===== config.mk =====
export PLATFORM = sky130hd
export DESIGN_NAME = utf32_to_utf8_encoder_flat
export DESIGN_NICKNAME = d
export VERILOG_FILES = /design/src/rtl/u2u8_pkg.sv /design/src/rtl/u2u8_ifs.sv /design/src/rtl/u2u8_front.sv /design/src/rtl/u2u8_fifo.sv /design/src/rtl/u2u8_back.sv /design/src/rtl/utf32_to_utf8_encoder.sv /design/src/flat_wrapper.sv
export VERILOG_INCLUDE_DIRS = /design/src /design/src/rtl
export SDC_FILE = /design/constraint.sdc
export NUM_CORES = 1
export LEC_CHECK = 0
export BUFFER_PORTS_ARGS = -buffer_cell sky130_fd_sc_hd__buf_2
export CORE_MARGIN = 1
export CORE_UTILIZATION = 50
export DETAILED_ROUTE_END_ITERATION = 8
export GPL_TIMING_DRIVEN = 0
export PLACE_DENSITY = 0.68
export SETUP_SLACK_MARGIN = 0.05
export SYNTH_ARGS = -nofsm -noshare
export SYNTH_HDL_FRONTEND = slang
export SYNTH_HIERARCHICAL = 1
export SYNTH_SLANG_ARGS = --single-unit

===== constraint.sdc =====
create_clock -name i_clk -period 3.3 [get_ports i_clk]
set_input_delay 0.66 -clock i_clk [delete_from_list [all_inputs] [get_ports i_clk]]
set_output_delay 0.66 -clock i_clk [all_outputs]
set_load 0.05 [all_outputs]

===== src/rtl/utf32_to_utf8_encoder_defines.svh =====
// Assertion helpers shared by the encoder RTL.
`ifndef UTF32_TO_UTF8_ENCODER_DEFINES_SVH
`define UTF32_TO_UTF8_ENCODER_DEFINES_SVH

// Clocked assertion, masked while reset is low.
`define U2U8_ASSERT_CLK(label, clk, rst_n, prop, msg) \
    label: assert property (@(posedge clk) disable iff (!rst_n) prop) else $error(msg);

// Same, on the standard clock and reset names.
`define U2U8_ASSERT(label, prop, msg) \
    `U2U8_ASSERT_CLK(label, i_clk, i_rst_n, prop, msg)

`endif


===== src/rtl/u2u8_pkg.sv =====
package u2u8_pkg;

    localparam logic [31:0] MARK_NATIVE  = 32'h0000_FEFF;
    localparam logic [31:0] MARK_SWAPPED = 32'hFFFE_0000;

    typedef enum logic [1:0] {
        ST_OK     = 2'd0,
        ST_BADBOM = 2'd1,
        ST_BIG    = 2'd2
    } t_status;

    // nb is the byte count minus one
    typedef struct packed {
        t_status     status;
        logic [20:0] cp;
        logic [1:0]  nb;
    } t_cmd;

    function automatic logic [31:0] byte_reverse(input logic [31:0] w);
        return {w[7:0], w[15:8], w[23:16], w[31:24]};
    endfunction

    function automatic logic [1:0] utf8_len(input logic [20:0] cp);
        logic [1:0] nb;
        if (cp < 21'h80) begin
            nb = 2'd0;
        end else if (cp < 21'h800) begin
            nb = 2'd1;
        end else if (cp < 21'h10000) begin
            nb = 2'd2;
        end else begin
            nb = 2'd3;
        end
        return nb;
    endfunction

    function automatic logic [7:0] utf8_byte(input t_cmd c, input logic [1:0] idx);
        logic [1:0]  sh;
        logic [20:0] s;
        logic [7:0]  b;
        sh = c.nb - idx;
        unique case (sh)
            2'd0:    s = c.cp;
            2'd1:    s = c.cp >> 6;
            2'd2:    s = c.cp >> 12;
            default: s = c.cp >> 18;
        endcase
        if (c.status != ST_OK) begin
            b = 8'h00;
        end else if (c.nb == 2'd0) begin
            b = {1'b0, c.cp[6:0]};
        end else if (idx == 2'd0) begin
            unique case (c.nb)
                2'd1:    b = 8'hC0 | {3'b000, s[4:0]};
                2'd2:    b = 8'hE0 | {4'b0000, s[3:0]};
                default: b = 8'hF0 | {5'b00000, s[2:0]};
            endcase
        end else begin
            b = 8'h80 | {2'b00, s[5:0]};
        end
        return b;
    endfunction

endpackage


===== src/rtl/u2u8_ifs.sv =====
interface u2u8_in_if;
    logic        valid;
    logic        ready;
    logic [31:0] word;
    logic        new_stream;

    modport source (output valid, word, new_stream, input ready);
    modport sink   (input valid, word, new_stream, output ready);
endinterface

interface u2u8_out_if;
    logic       valid;
    logic       ready;
    logic [7:0] out_byte;
    logic       last;
    logic [1:0] status;

    modport source (output valid, out_byte, last, status, input ready);
    modport sink   (input valid, out_byte, last, status, output ready);
endinterface


===== src/rtl/u2u8_front.sv =====
module u2u8_front (
    input  logic            i_clk,
    input  logic            i_rst_n,
    u2u8_in_if.sink         i_in,
    input  logic            i_full,
    output logic            o_push,
    output u2u8_pkg::t_cmd  o_cmd
);
    import u2u8_pkg::*;

    logic        r_order_known, r_swap_order, r_stream_failed;
    logic        n_order_known, n_swap_order, n_stream_failed;
    logic        accept;
    logic        push;
    logic        mark_path;
    logic [31:0] cp;
    t_cmd        cmd;

    assign i_in.ready = !i_full;
    assign accept     = i_in.valid && !i_full;
    assign mark_path  = i_in.new_stream || (!r_stream_failed && !r_order_known);
    assign cp         = r_swap_order ? byte_reverse(i_in.word) : i_in.word;

    always_comb begin
        n_order_known   = r_order_known;
        n_swap_order    = r_swap_order;
        n_stream_failed = r_stream_failed;
        push            = 1'b0;
        cmd             = '{status: ST_OK, cp: '0, nb: '0};
        if (mark_path) begin
            if (i_in.word == MARK_NATIVE || i_in.word == MARK_SWAPPED) begin
                n_order_known   = 1'b1;
                n_swap_order    = (i_in.word == MARK_SWAPPED);
                n_stream_failed = 1'b0;
            end else begin
                n_order_known   = 1'b0;
                n_swap_order    = 1'b0;
                n_stream_failed = 1'b1;
                push            = 1'b1;
                cmd.status      = ST_BADBOM;
            end
        end else if (r_stream_failed) begin
            push       = 1'b1;
            cmd.status = ST_BADBOM;
        end else begin
            push = 1'b1;
            if (|cp[31:21]) begin
                cmd.status = ST_BIG;
            end else begin
                cmd.cp = cp[20:0];
                cmd.nb = utf8_len(cp[20:0]);
            end
        end
    end

    assign o_push = accept && push;
    assign o_cmd  = cmd;

    always_ff @(posedge i_clk) begin
        if (!i_rst_n) begin
            r_order_known   <= 1'b0;
            r_swap_order    <= 1'b0;
            r_stream_failed <= 1'b0;
        end else if (accept) begin
            r_order_known   <= n_order_known;
            r_swap_order    <= n_swap_order;
            r_stream_failed <= n_stream_failed;
        end
    end

endmodule


===== src/rtl/u2u8_fifo.sv =====
`include "utf32_to_utf8_encoder_defines.svh"

module u2u8_fifo #(
    parameter int DEPTH = 4
) (
    input  logic            i_clk,
    input  logic            i_rst_n,
    input  logic            i_push,
    input  u2u8_pkg::t_cmd  i_cmd,
    output logic            o_full,
    output logic            o_valid,
    output u2u8_pkg::t_cmd  o_cmd,
    input  logic            i_pop
);
    import u2u8_pkg::*;

    localparam int PW = (DEPTH > 1) ? $clog2(DEPTH) : 1;
    localparam int CW = $clog2(DEPTH + 1);

    t_cmd          r_mem [DEPTH];
    logic [PW-1:0] r_wr, r_rd;
    logic [CW-1:0] r_count;

    assign o_full  = (r_count == CW'(DEPTH));
    assign o_valid = (r_count != '0);
    assign o_cmd   = r_mem[r_rd];

    always_ff @(posedge i_clk) begin
        if (i_push) begin
            r_mem[r_wr] <= i_cmd;
        end
    end

    always_ff @(posedge i_clk) begin
        if (!i_rst_n) begin
            r_wr    <= '0;
            r_rd    <= '0;
            r_count <= '0;
        end else begin
            if (i_push) begin
                r_wr <= (r_wr == PW'(DEPTH - 1)) ? '0 : r_wr + 1'b1;
            end
            if (i_pop) begin
                r_rd <= (r_rd == PW'(DEPTH - 1)) ? '0 : r_rd + 1'b1;
            end
            if (i_push && !i_pop) begin
                r_count <= r_count + 1'b1;
            end else if (i_pop && !i_push) begin
                r_count <= r_count - 1'b1;
            end
        end
    end

    `U2U8_ASSERT(a_count_range, (r_count <= CW'(DEPTH)), "queue count beyond depth")
    `U2U8_ASSERT(a_no_overflow, (!(i_push && o_full)), "push into full queue")
    `U2U8_ASSERT(a_no_underflow, (i_pop |-> o_valid), "pop from empty queue")

endmodule


===== src/rtl/u2u8_back.sv =====
`include "utf32_to_utf8_encoder_defines.svh"

module u2u8_back (
    input  logic            i_clk,
    input  logic            i_rst_n,
    input  logic            i_valid,
    input  u2u8_pkg::t_cmd  i_cmd,
    output logic            o_pop,
    u2u8_out_if.source      o_out
);
    import u2u8_pkg::*;

    logic       r_busy, n_busy;
    logic [1:0] r_idx, n_idx;
    t_cmd       r_cmd;
    logic       r_out_valid, n_out_valid;
    logic [7:0] r_byte;
    logic       r_last;
    t_status    r_status;

    t_cmd       cur_cmd;
    logic [1:0] cur_idx;
    logic       cur_last;
    logic       can_load;
    logic       fire;

    assign can_load = !r_out_valid || o_out.ready;
    assign cur_cmd  = r_busy ? r_cmd : i_cmd;
    assign cur_idx  = r_busy ? r_idx : 2'd0;
    assign cur_last = (cur_idx == cur_cmd.nb);
    assign fire     = (r_busy || i_valid) && can_load;
    assign o_pop    = !r_busy && i_valid && can_load;

    always_comb begin
        n_busy      = r_busy;
        n_idx       = r_idx;
        n_out_valid = r_out_valid;
        if (fire) begin
            n_out_valid = 1'b1;
            n_busy      = !cur_last;
            n_idx       = cur_idx + 2'd1;
        end else if (o_out.ready) begin
            n_out_valid = 1'b0;
        end
    end

    always_ff @(posedge i_clk) begin
        if (!i_rst_n) begin
            r_busy      <= 1'b0;
            r_idx       <= 2'd0;
            r_out_valid <= 1'b0;
        end else begin
            r_busy      <= n_busy;
            r_idx       <= n_idx;
            r_out_valid <= n_out_valid;
        end
    end

    always_ff @(posedge i_clk) begin
        if (o_pop) begin
            r_cmd <= i_cmd;
        end
        if (fire) begin
            r_byte   <= utf8_byte(cur_cmd, cur_idx);
            r_last   <= cur_last;
            r_status <= cur_cmd.status;
        end
    end

    assign o_out.valid    = r_out_valid;
    assign o_out.out_byte = r_byte;
    assign o_out.last     = r_last;
    assign o_out.status   = r_status;

    `U2U8_ASSERT(a_err_single, ((r_out_valid && r_status != ST_OK) |-> (r_last && r_byte == 8'h00)), "error transfer not a lone zero byte")
    `U2U8_ASSERT(a_idx_range, (r_busy |-> (r_idx != 2'd0 && r_idx <= r_cmd.nb)), "byte index outside sequence")
    `U2U8_ASSERT(a_busy_multi, (r_busy |-> (r_cmd.status == ST_OK && r_cmd.nb != 2'd0)), "held command is not multi-byte")

endmodule


===== src/rtl/utf32_to_utf8_encoder.sv =====
// Channel  Dir  Payload                                   Transfer
// i_in     in   word[31:0], new_stream                    valid & ready
// o_out    out  out_byte[7:0], last, status[1:0]          valid & ready
//
// One byte per cycle while o_out is ready; a word gives one per UTF-8 byte or result.
// A byte-order mark that opens a stream produces no transfer.
// A Q_DEPTH-entry command queue lets input stay accepted while bytes drain.
// Input ready drops only when the queue is full; output is a registered stage.
// Reset is synchronous, active low, and clears stream state and the queue.
module utf32_to_utf8_encoder #(
    parameter int Q_DEPTH = 4
) (
    input  logic        i_clk,
    input  logic        i_rst_n,
    u2u8_in_if.sink     i_in,
    u2u8_out_if.source  o_out
);
    import u2u8_pkg::*;

    logic push, full, q_valid, pop;
    t_cmd push_cmd, q_cmd;

    u2u8_front u_front (
        .i_clk   (i_clk),
        .i_rst_n (i_rst_n),
        .i_in    (i_in),
        .i_full  (full),
        .o_push  (push),
        .o_cmd   (push_cmd)
    );

    u2u8_fifo #(
        .DEPTH (Q_DEPTH)
    ) u_fifo (
        .i_clk   (i_clk),
        .i_rst_n (i_rst_n),
        .i_push  (push),
        .i_cmd   (push_cmd),
        .o_full  (full),
        .o_valid (q_valid),
        .o_cmd   (q_cmd),
        .i_pop   (pop)
    );

    u2u8_back u_back (
        .i_clk   (i_clk),
        .i_rst_n (i_rst_n),
        .i_valid (q_valid),
        .i_cmd   (q_cmd),
        .o_pop   (pop),
        .o_out   (o_out)
    );

endmodule

===== src/flat_wrapper.sv =====
// flat-port wrapper written by rule: the top's interface ports become plain ports
module utf32_to_utf8_encoder_flat import u2u8_pkg::*;
#(
    parameter int Q_DEPTH = 4
)
  (i_clk, i_rst_n, i_in_valid, i_in_word, i_in_new_stream, i_in_ready, o_out_valid, o_out_out_byte, o_out_last, o_out_status, o_out_ready);
  u2u8_in_if i_in_i ();
  u2u8_out_if o_out_i ();
  input  logic i_clk;
  input  logic i_rst_n;
  input wire logic [$bits(i_in_i.valid)-1:0] i_in_valid;
  input wire logic [$bits(i_in_i.word)-1:0] i_in_word;
  input wire logic [$bits(i_in_i.new_stream)-1:0] i_in_new_stream;
  output wire logic [$bits(i_in_i.ready)-1:0] i_in_ready;
  output wire logic [$bits(o_out_i.valid)-1:0] o_out_valid;
  output wire logic [$bits(o_out_i.out_byte)-1:0] o_out_out_byte;
  output wire logic [$bits(o_out_i.last)-1:0] o_out_last;
  output wire logic [$bits(o_out_i.status)-1:0] o_out_status;
  input wire logic [$bits(o_out_i.ready)-1:0] o_out_ready;
  assign i_in_i.valid = i_in_valid;
  assign i_in_i.word = i_in_word;
  assign i_in_i.new_stream = i_in_new_stream;
  assign i_in_ready = i_in_i.ready;
  assign o_out_valid = o_out_i.valid;
  assign o_out_out_byte = o_out_i.out_byte;
  assign o_out_last = o_out_i.last;
  assign o_out_status = o_out_i.status;
  assign o_out_i.ready = o_out_ready;
  utf32_to_utf8_encoder #(.Q_DEPTH(Q_DEPTH)) u_core (.i_clk(i_clk), .i_rst_n(i_rst_n), .i_in(i_in_i), .o_out(o_out_i));
endmodule

After elaboration in Yosys (flattened, before gate mapping)
Memory sizes are Yosys's and may differ from the RTL's. A register that Yosys moved wholly into a read port is not among the register bits.
Cells that the tools add are included.
Operators by class
  add/subtract/negate cells: 6
  multipliers: 0
  divide/modulo/power cells: 0
  magnitude comparators: 3
  equal/unequal tests: 10
  shift-type cells: 0
  multiplexer cells: 31
  bitwise logic cells: 0
  reduce and logical (&&, ||, !) cells: 30
Operator list (number)
  two-way mux 23 bit: 3
  == test 32 x 16 -> 1 bit (second input constant): 1
  == test 32 bit (second input constant): 1
  two-way mux 32 bit: 1
  two-way mux 25 bit: 1
  < comparator 21 x 12 -> 1 bit (second input constant): 1
  < comparator 21 x 17 -> 1 bit (second input constant): 1
  < comparator 21 x 8 -> 1 bit (second input constant): 1
  two-way mux 2 bit: 10
  one-hot mux 6 bit (3 select lines): 1
  two-way mux 7 bit: 2
  one-hot mux 6 bit (2 select lines): 1
  OR reduction 11 bit: 1
  two-way mux 1 bit: 10
  == test 2 bit (second input constant): 4
  logical AND 1 bit: 8
  logical NOT 1 bit: 8
  adder 2 x 1 -> 2 bit (second input constant): 3
  logical NOT 2 bit: 3
  two-way mux 3 bit: 2
  nonzero test 2 bit: 3
  == test 2 x 1 -> 1 bit (second input constant): 2
  logical OR 1 bit: 4
  adder 3 x 1 -> 3 bit (second input constant): 1
  other kinds (7): 7
Word-level totals
  bits in registers: 50
  latch bits: 0
  memory bits (writable): 100
  memory bits (read-only): 0
  bits of input ports: 37
  output and inout bits: 13
  word-level logic and storage cells: 97
  memories kept: 1
Memories
  u_core.u_fifo.r_mem: words 4, bits a word 25, read ports 1, clocked after Yosys merged registers in 1, wr ports 1, line u2u8_fifo.sv:20  | t_cmd r_mem [DEPTH];

Depth between registers and ports, before layout
  depth after elaboration: 9
  depth in mapped cells: 11

By module
Netlist, hierarchy kept.
By module, submodules not included
  u2u8_fifo: instances 1, cells each 175, area each 4110.2 sq um, seq. area each 3183.1 sq um
  u2u8_back: instances 1, cells each 155, area each 2050.7 sq um, seq. area each 1161.1 sq um
  u2u8_front: instances 1, cells each 102, area each 752.0 sq um, seq. area each 60.1 sq um

Least setup slack after synthesis
Ideal clock, no wire load.
  path kind: input -> register
  start: input port i_in_word[13]
  end: register u_core.u_fifo.r_count[2]
  data arrival time: 2.842 ns
  slack: 0.383 ns
  stages on the path: 11
  buffers on the path: 0
  cells stage by stage: nor3_1 and3_2 and3_1 a31o_4 a21oi_1 ha_1 inv_1 fa_1 xor2_1 or3_1 a21boi_0
On the way
  longest elaborated chain between the ends: 8
  elaborated cells between the ends (all ways): 11
  classes of those cells: eq/ne: 2; mux: 3; reduce/logical: 6
Ends and longest elaborated chain
  start, declared: line flat_wrapper.sv:12  | input wire logic [$bits(i_in_i.word)-1:0] i_in_word;
  == test 32 x 16 -> 1 bit or == test 32 bit (tied branches): line u2u8_front.sv:31  | if (i_in.word == MARK_NATIVE || i_in.word == MARK_SWAPPED) begin
  logical OR 1 bit *: line u2u8_front.sv:31
  two-way mux 1 bit *: line u2u8_front.sv:31
  two-way mux 1 bit *: line u2u8_front.sv:30  | if (mark_path) begin
  logical AND 1 bit *: line u2u8_front.sv:56  | assign o_push = accept && push;
  named net u_core.push: line utf32_to_utf8_encoder.sv:20  | logic push, full, q_valid, pop;
  logical NOT 1 bit: line u2u8_fifo.sv:48  | end else if (i_pop && !i_push) begin
  logical AND 1 bit: line u2u8_fifo.sv:48
  nonzero test 2 bit (no line)
  end signal, assigned: line u2u8_fifo.sv:47  | r_count <= r_count + 1'b1;
  end signal, assigned: line u2u8_fifo.sv:49  | r_count <= r_count - 1'b1;
  end, declared: line u2u8_fifo.sv:22  | logic [CW-1:0] r_count;
Mark *: on every way through the listed nets, which the timed path passes. The rest lies on a longest branch.
A chain may end at the register's enable or synchronous reset.

Worst setup path in the final report
Ends and elaborated chain as after synthesis.

==> run_results.csv <==
group,metric,value,unit
placement,pre_cts_ws,-0.199,ns
timing,fin_crit,3.09,ns
grt,grt_antenna_before_repair,0,
route,dr.pass1.iters,5,
logic_synthesis,yosys_warnings,6,
final_layout,utilization,0.601,
placement,dp_cells,657,
placement,numPortBuffers,49,
logic_synthesis,yosys.area.top_type,"edfxtp_1",
pwr,ir_drop,374,uV
setup_path,path_cells,"buf_2 -> nor3_1 -> and3_2 -> and3_1 -> a31o_4 -> a21oi_1 -> ha_1 -> inv_1 -> fa_1 -> xor2_1 -> or3_1 -> a21boi_0",
clock_tree,clock_path_buffers,2,
clock_tree,insertion_delay,0.41,ns
final_layout,final_area,8020,um^2
timing,setup_ws,0.211,ns
logic_synthesis,synth_edf_count,136,
timing,fmax,324,MHz
final_layout,n_antenna_cell,0,
setup_path,path_buf_inv,2,
setup_path,slowest_delay,0.49,ns
setup_path,setup.worst_path.end_class,"flip-flop",
placement,postPlaceCellArea,7380,um^2
setup_path,worstPathArrival,3.41,ns
logic_synthesis,async_reset_ff_frac,0,
logic_synthesis,ys_seq_area_frac,0.637,
logic_synthesis,synth_area,6910,um^2
logic_synthesis,ys_types,62,
floorplan,core.rowCount,42,
route,via_count,3937,
route,ant_nets,0,
grt,grt_pass1_wl,21.2,mm
grt,grt_max_degree,29,
pwr,power_density,909,nW/um^2
setup_path,worstPathRequired,3.62,ns
floorplan,die_w,120,um
flow_run,cap_violations,0,
pwr,seq_power_share,0.380,
pwr,p_int,4.94,mW
setup_path,startpoint_type,"input pin",
pwr,switchingPower,2.35,mW
timing,worstMarginPinSlew,1.31,ns
clock_tree,cts_hold_buffers,0,
pwr,p_total,7.29,mW
route,via_per_inst,5.72,
route,drt_iter0_drc,277,
clock_tree,cts_setup_buffers,0,
final_layout,syn_to_final_growth,16.1,%
timing,whs,0.511,ns
logic_synthesis,synthCells,432,
floorplan,fp.dieArea,14300,um^2
grt,grt.overflow.total,0,
outcome,status,"completed",
setup_path,criticalPathCategory,"input pin to flip-flop",
timing,hold_viol_final,0,
clock_tree,clkSinkCount,152,
setup_path,path_max_fanout,7,
timing,drv_slew,0,
floorplan,initial_core_util,0.518,
route,routed_wl,13.2,mm
hold_path,hp-class,"flip-flop to flip-flop",
clock_tree,htreeDepth,4,
placement,place.gp.congestion,0.932,
clock_tree,cts_tree,"done",
floorplan,ios,50,
final_layout,fin_cells,688,
final_layout,layout-drive-gt1-share,0.258,
grt,grt_usage,0.200,
logic_synthesis,synth.top_cell.area_share,0.591,
floorplan,die_h,120,um
timing,finalSetupViolCount,0,
logic_synthesis,syn-num-nets,482,
logic_synthesis,synth-seq-cells,152,
logic_synthesis,synth_area_leaders,"edfxtp_1 59%, mux4_2 7.5%, mux2i_1 6.1%, dfxtp_1 4.6%, ha_1 2.2%",
clock_tree,numCtsBuffers,17,
setup_path,path_delay_family,"compound AO/OA/AOI/OAI gates",
final_layout,finalNetCount,550,
pwr,clkPwrFrac,0.275,
pwr,leakage,2.87,nW
floorplan,core_area,13300,um^2
pwr,pwr-share-comb,0.345,
timing,fin_crit_sh,0.936,
route,drc_errors,0,
clock_tree,clk_pin_slew,0.06,ns
timing,finClkSkew,0.00523,ns
timing,relSlewSlack,0.124,
setup_path,slowest_stage,"a21oi_1",
logic_synthesis,syn_avg_cell_area,16.0,um^2
placement,hpwl,9.36,mm
logic_synthesis,synth-main-ff-cell,"edfxtp_1",
pwr,swShare,0.322,
grt,grt_pass1_vias,4044,
route,detail_route.wl_per_cell,19.1,um
timing,setup_tns,0,ns
clock_tree,root_buffer,"clkbuf_16",
timing,rsz0062_at_grt,"false",
## final cells by class
cell class	instances	area [um^2]
Inverter	15	56.3
Timing Repair Buffer	49	245
Clock buffer	20	437
Sequential cell	152	4400
Tap cell	176	220
Multi-Input combinational cell	247	2340
Buffer	18	145
Fill cell	1048	5320
Clock inverter	11	179
## logic make-up (layout without fill, tap and decap cells)
family	after synthesis	after routing	share of synthesized area
flip-flops	152	152	0.637
AND/OR/NAND/NOR	100	100	0.0809
multiplexers	78	78	0.168
AO/OA/AOI/OAI	50	50	0.0519
buffers and inverters	33	113	0.0284
adder cells (fa/ha/maj)	13	13	0.0246
XOR/XNOR	6	6	0.00869
## synth_stat cells (7+ instances only)
library cell  number
nor4_1             7
nor2b_1           12
nand4_1            7
mux2i_1           42
dfxtp_1           16
ha_1              12
mux4_2            23
inv_1             15
nand2_1            7
a211oi_1           7
edfxtp_1         136
a21oi_1           14
buf_2              7
nor2_1            33
## registers in the layout, indices dropped and copies added, names as in the netlist, named ones only
signal / cells
u_core/u_front/r_stream_failed: 1
u_core/u_fifo/r_rd: 2
u_core/u_front/r_order_known: 1
u_core/u_fifo/r_mem: 100
u_core/u_front/r_swap_order: 1
u_core/u_back/r_cmd: 25
u_core/u_back/o_out.valid: 1
u_core/u_fifo/r_count: 3
u_core/u_back/o_out.status: 2
u_core/u_back/r_busy: 1
u_core/u_fifo/r_wr: 2
u_core/u_back/o_out.last: 1
u_core/u_back/r_idx: 2
u_core/u_back/o_out.out_byte: 8
## routing by layer
| layer | share of wire | track usage | wire length [um] | vias to the layer above |
|---|---|---|---|---|
| met5 | 0 | 0 | 0 | - |
| met4 | 0.029 | 0.0992 | 376 | 0 |
| met3 | 0.052 | 0.0428 | 689 | 23 |
| met2 | 0.49 | 0.319 | 6430 | 140 |
| met1 | 0.43 | 0.261 | 5670 | 1930 |
| li1 | - | - | - | 1844 |
## timing repair
| action | CTS | global route |
|---|---|---|
| cloned | 0 | 0 |
| resized for setup | 3 | 4 |
| setup endpoints to repair | 4 | 5 |
## power groups by stage
stage	Sequential [mW]	Clock [mW]	Combinational [mW]
CTS	2.77	2.04	2.51
finish	2.77	2.01	2.51
floorplan	3.02	0	1.63
detailed placement	2.81	0	2.48
global route	2.81	2.12	2.73
global placement	2.78	0	2.43
## final timing paths
check                                                        to                                   startpoint  slack [ns]  cells after the start
setup reg to reg  u_core/u_back/o_out.out_byte[0]$_SDFFCE_PP0P_            u_core/u_back/r_busy$_SDFFE_PN0P_        0.24                     10
hold reg to reg     u_core/u_front/r_stream_failed$_SDFFE_PN0P_  u_core/u_front/r_stream_failed$_SDFFE_PN0P_        0.51                      2
setup / recovery          u_core/u_fifo/r_count[2]$_SDFFE_PN0P_                                i_in_word[13]        0.21                     12
hold / removal      u_core/u_front/r_stream_failed$_SDFFE_PN0P_  u_core/u_front/r_stream_failed$_SDFFE_PN0P_        0.51                      2
## placed cells by master, fill, tap and decap left out, types with 3 or more instances in the layout
cell,count
dfxtp_1,16
mux2_1,3
nor4_1,7
nor3_1,6
mux4_2,23
inv_1,15
ha_1,12
a211oi_1,7
buf_6,4
mux2i_1,41
bufinv_16,5
mux2_2,4
and3_1,3
edfxtp_1,136
mux4_1,5
and2_1,6
clkbuf_16,17
nor2_1,33
nor3b_1,3
buf_2,54
nand4_1,7
or3_1,4
nor2b_1,12
clkbuf_1,7
o21ai_0,6
a21oi_1,14
nand2_1,7
clkinv_1,3
## tightest hold or removal path, cell delays in order, from the launching register on
cell     delay, ns
dfxtp_1       0.33
nand2_1       0.06
o22ai_1       0.07
Note: power is estimated with default switching activity, not from simulation.
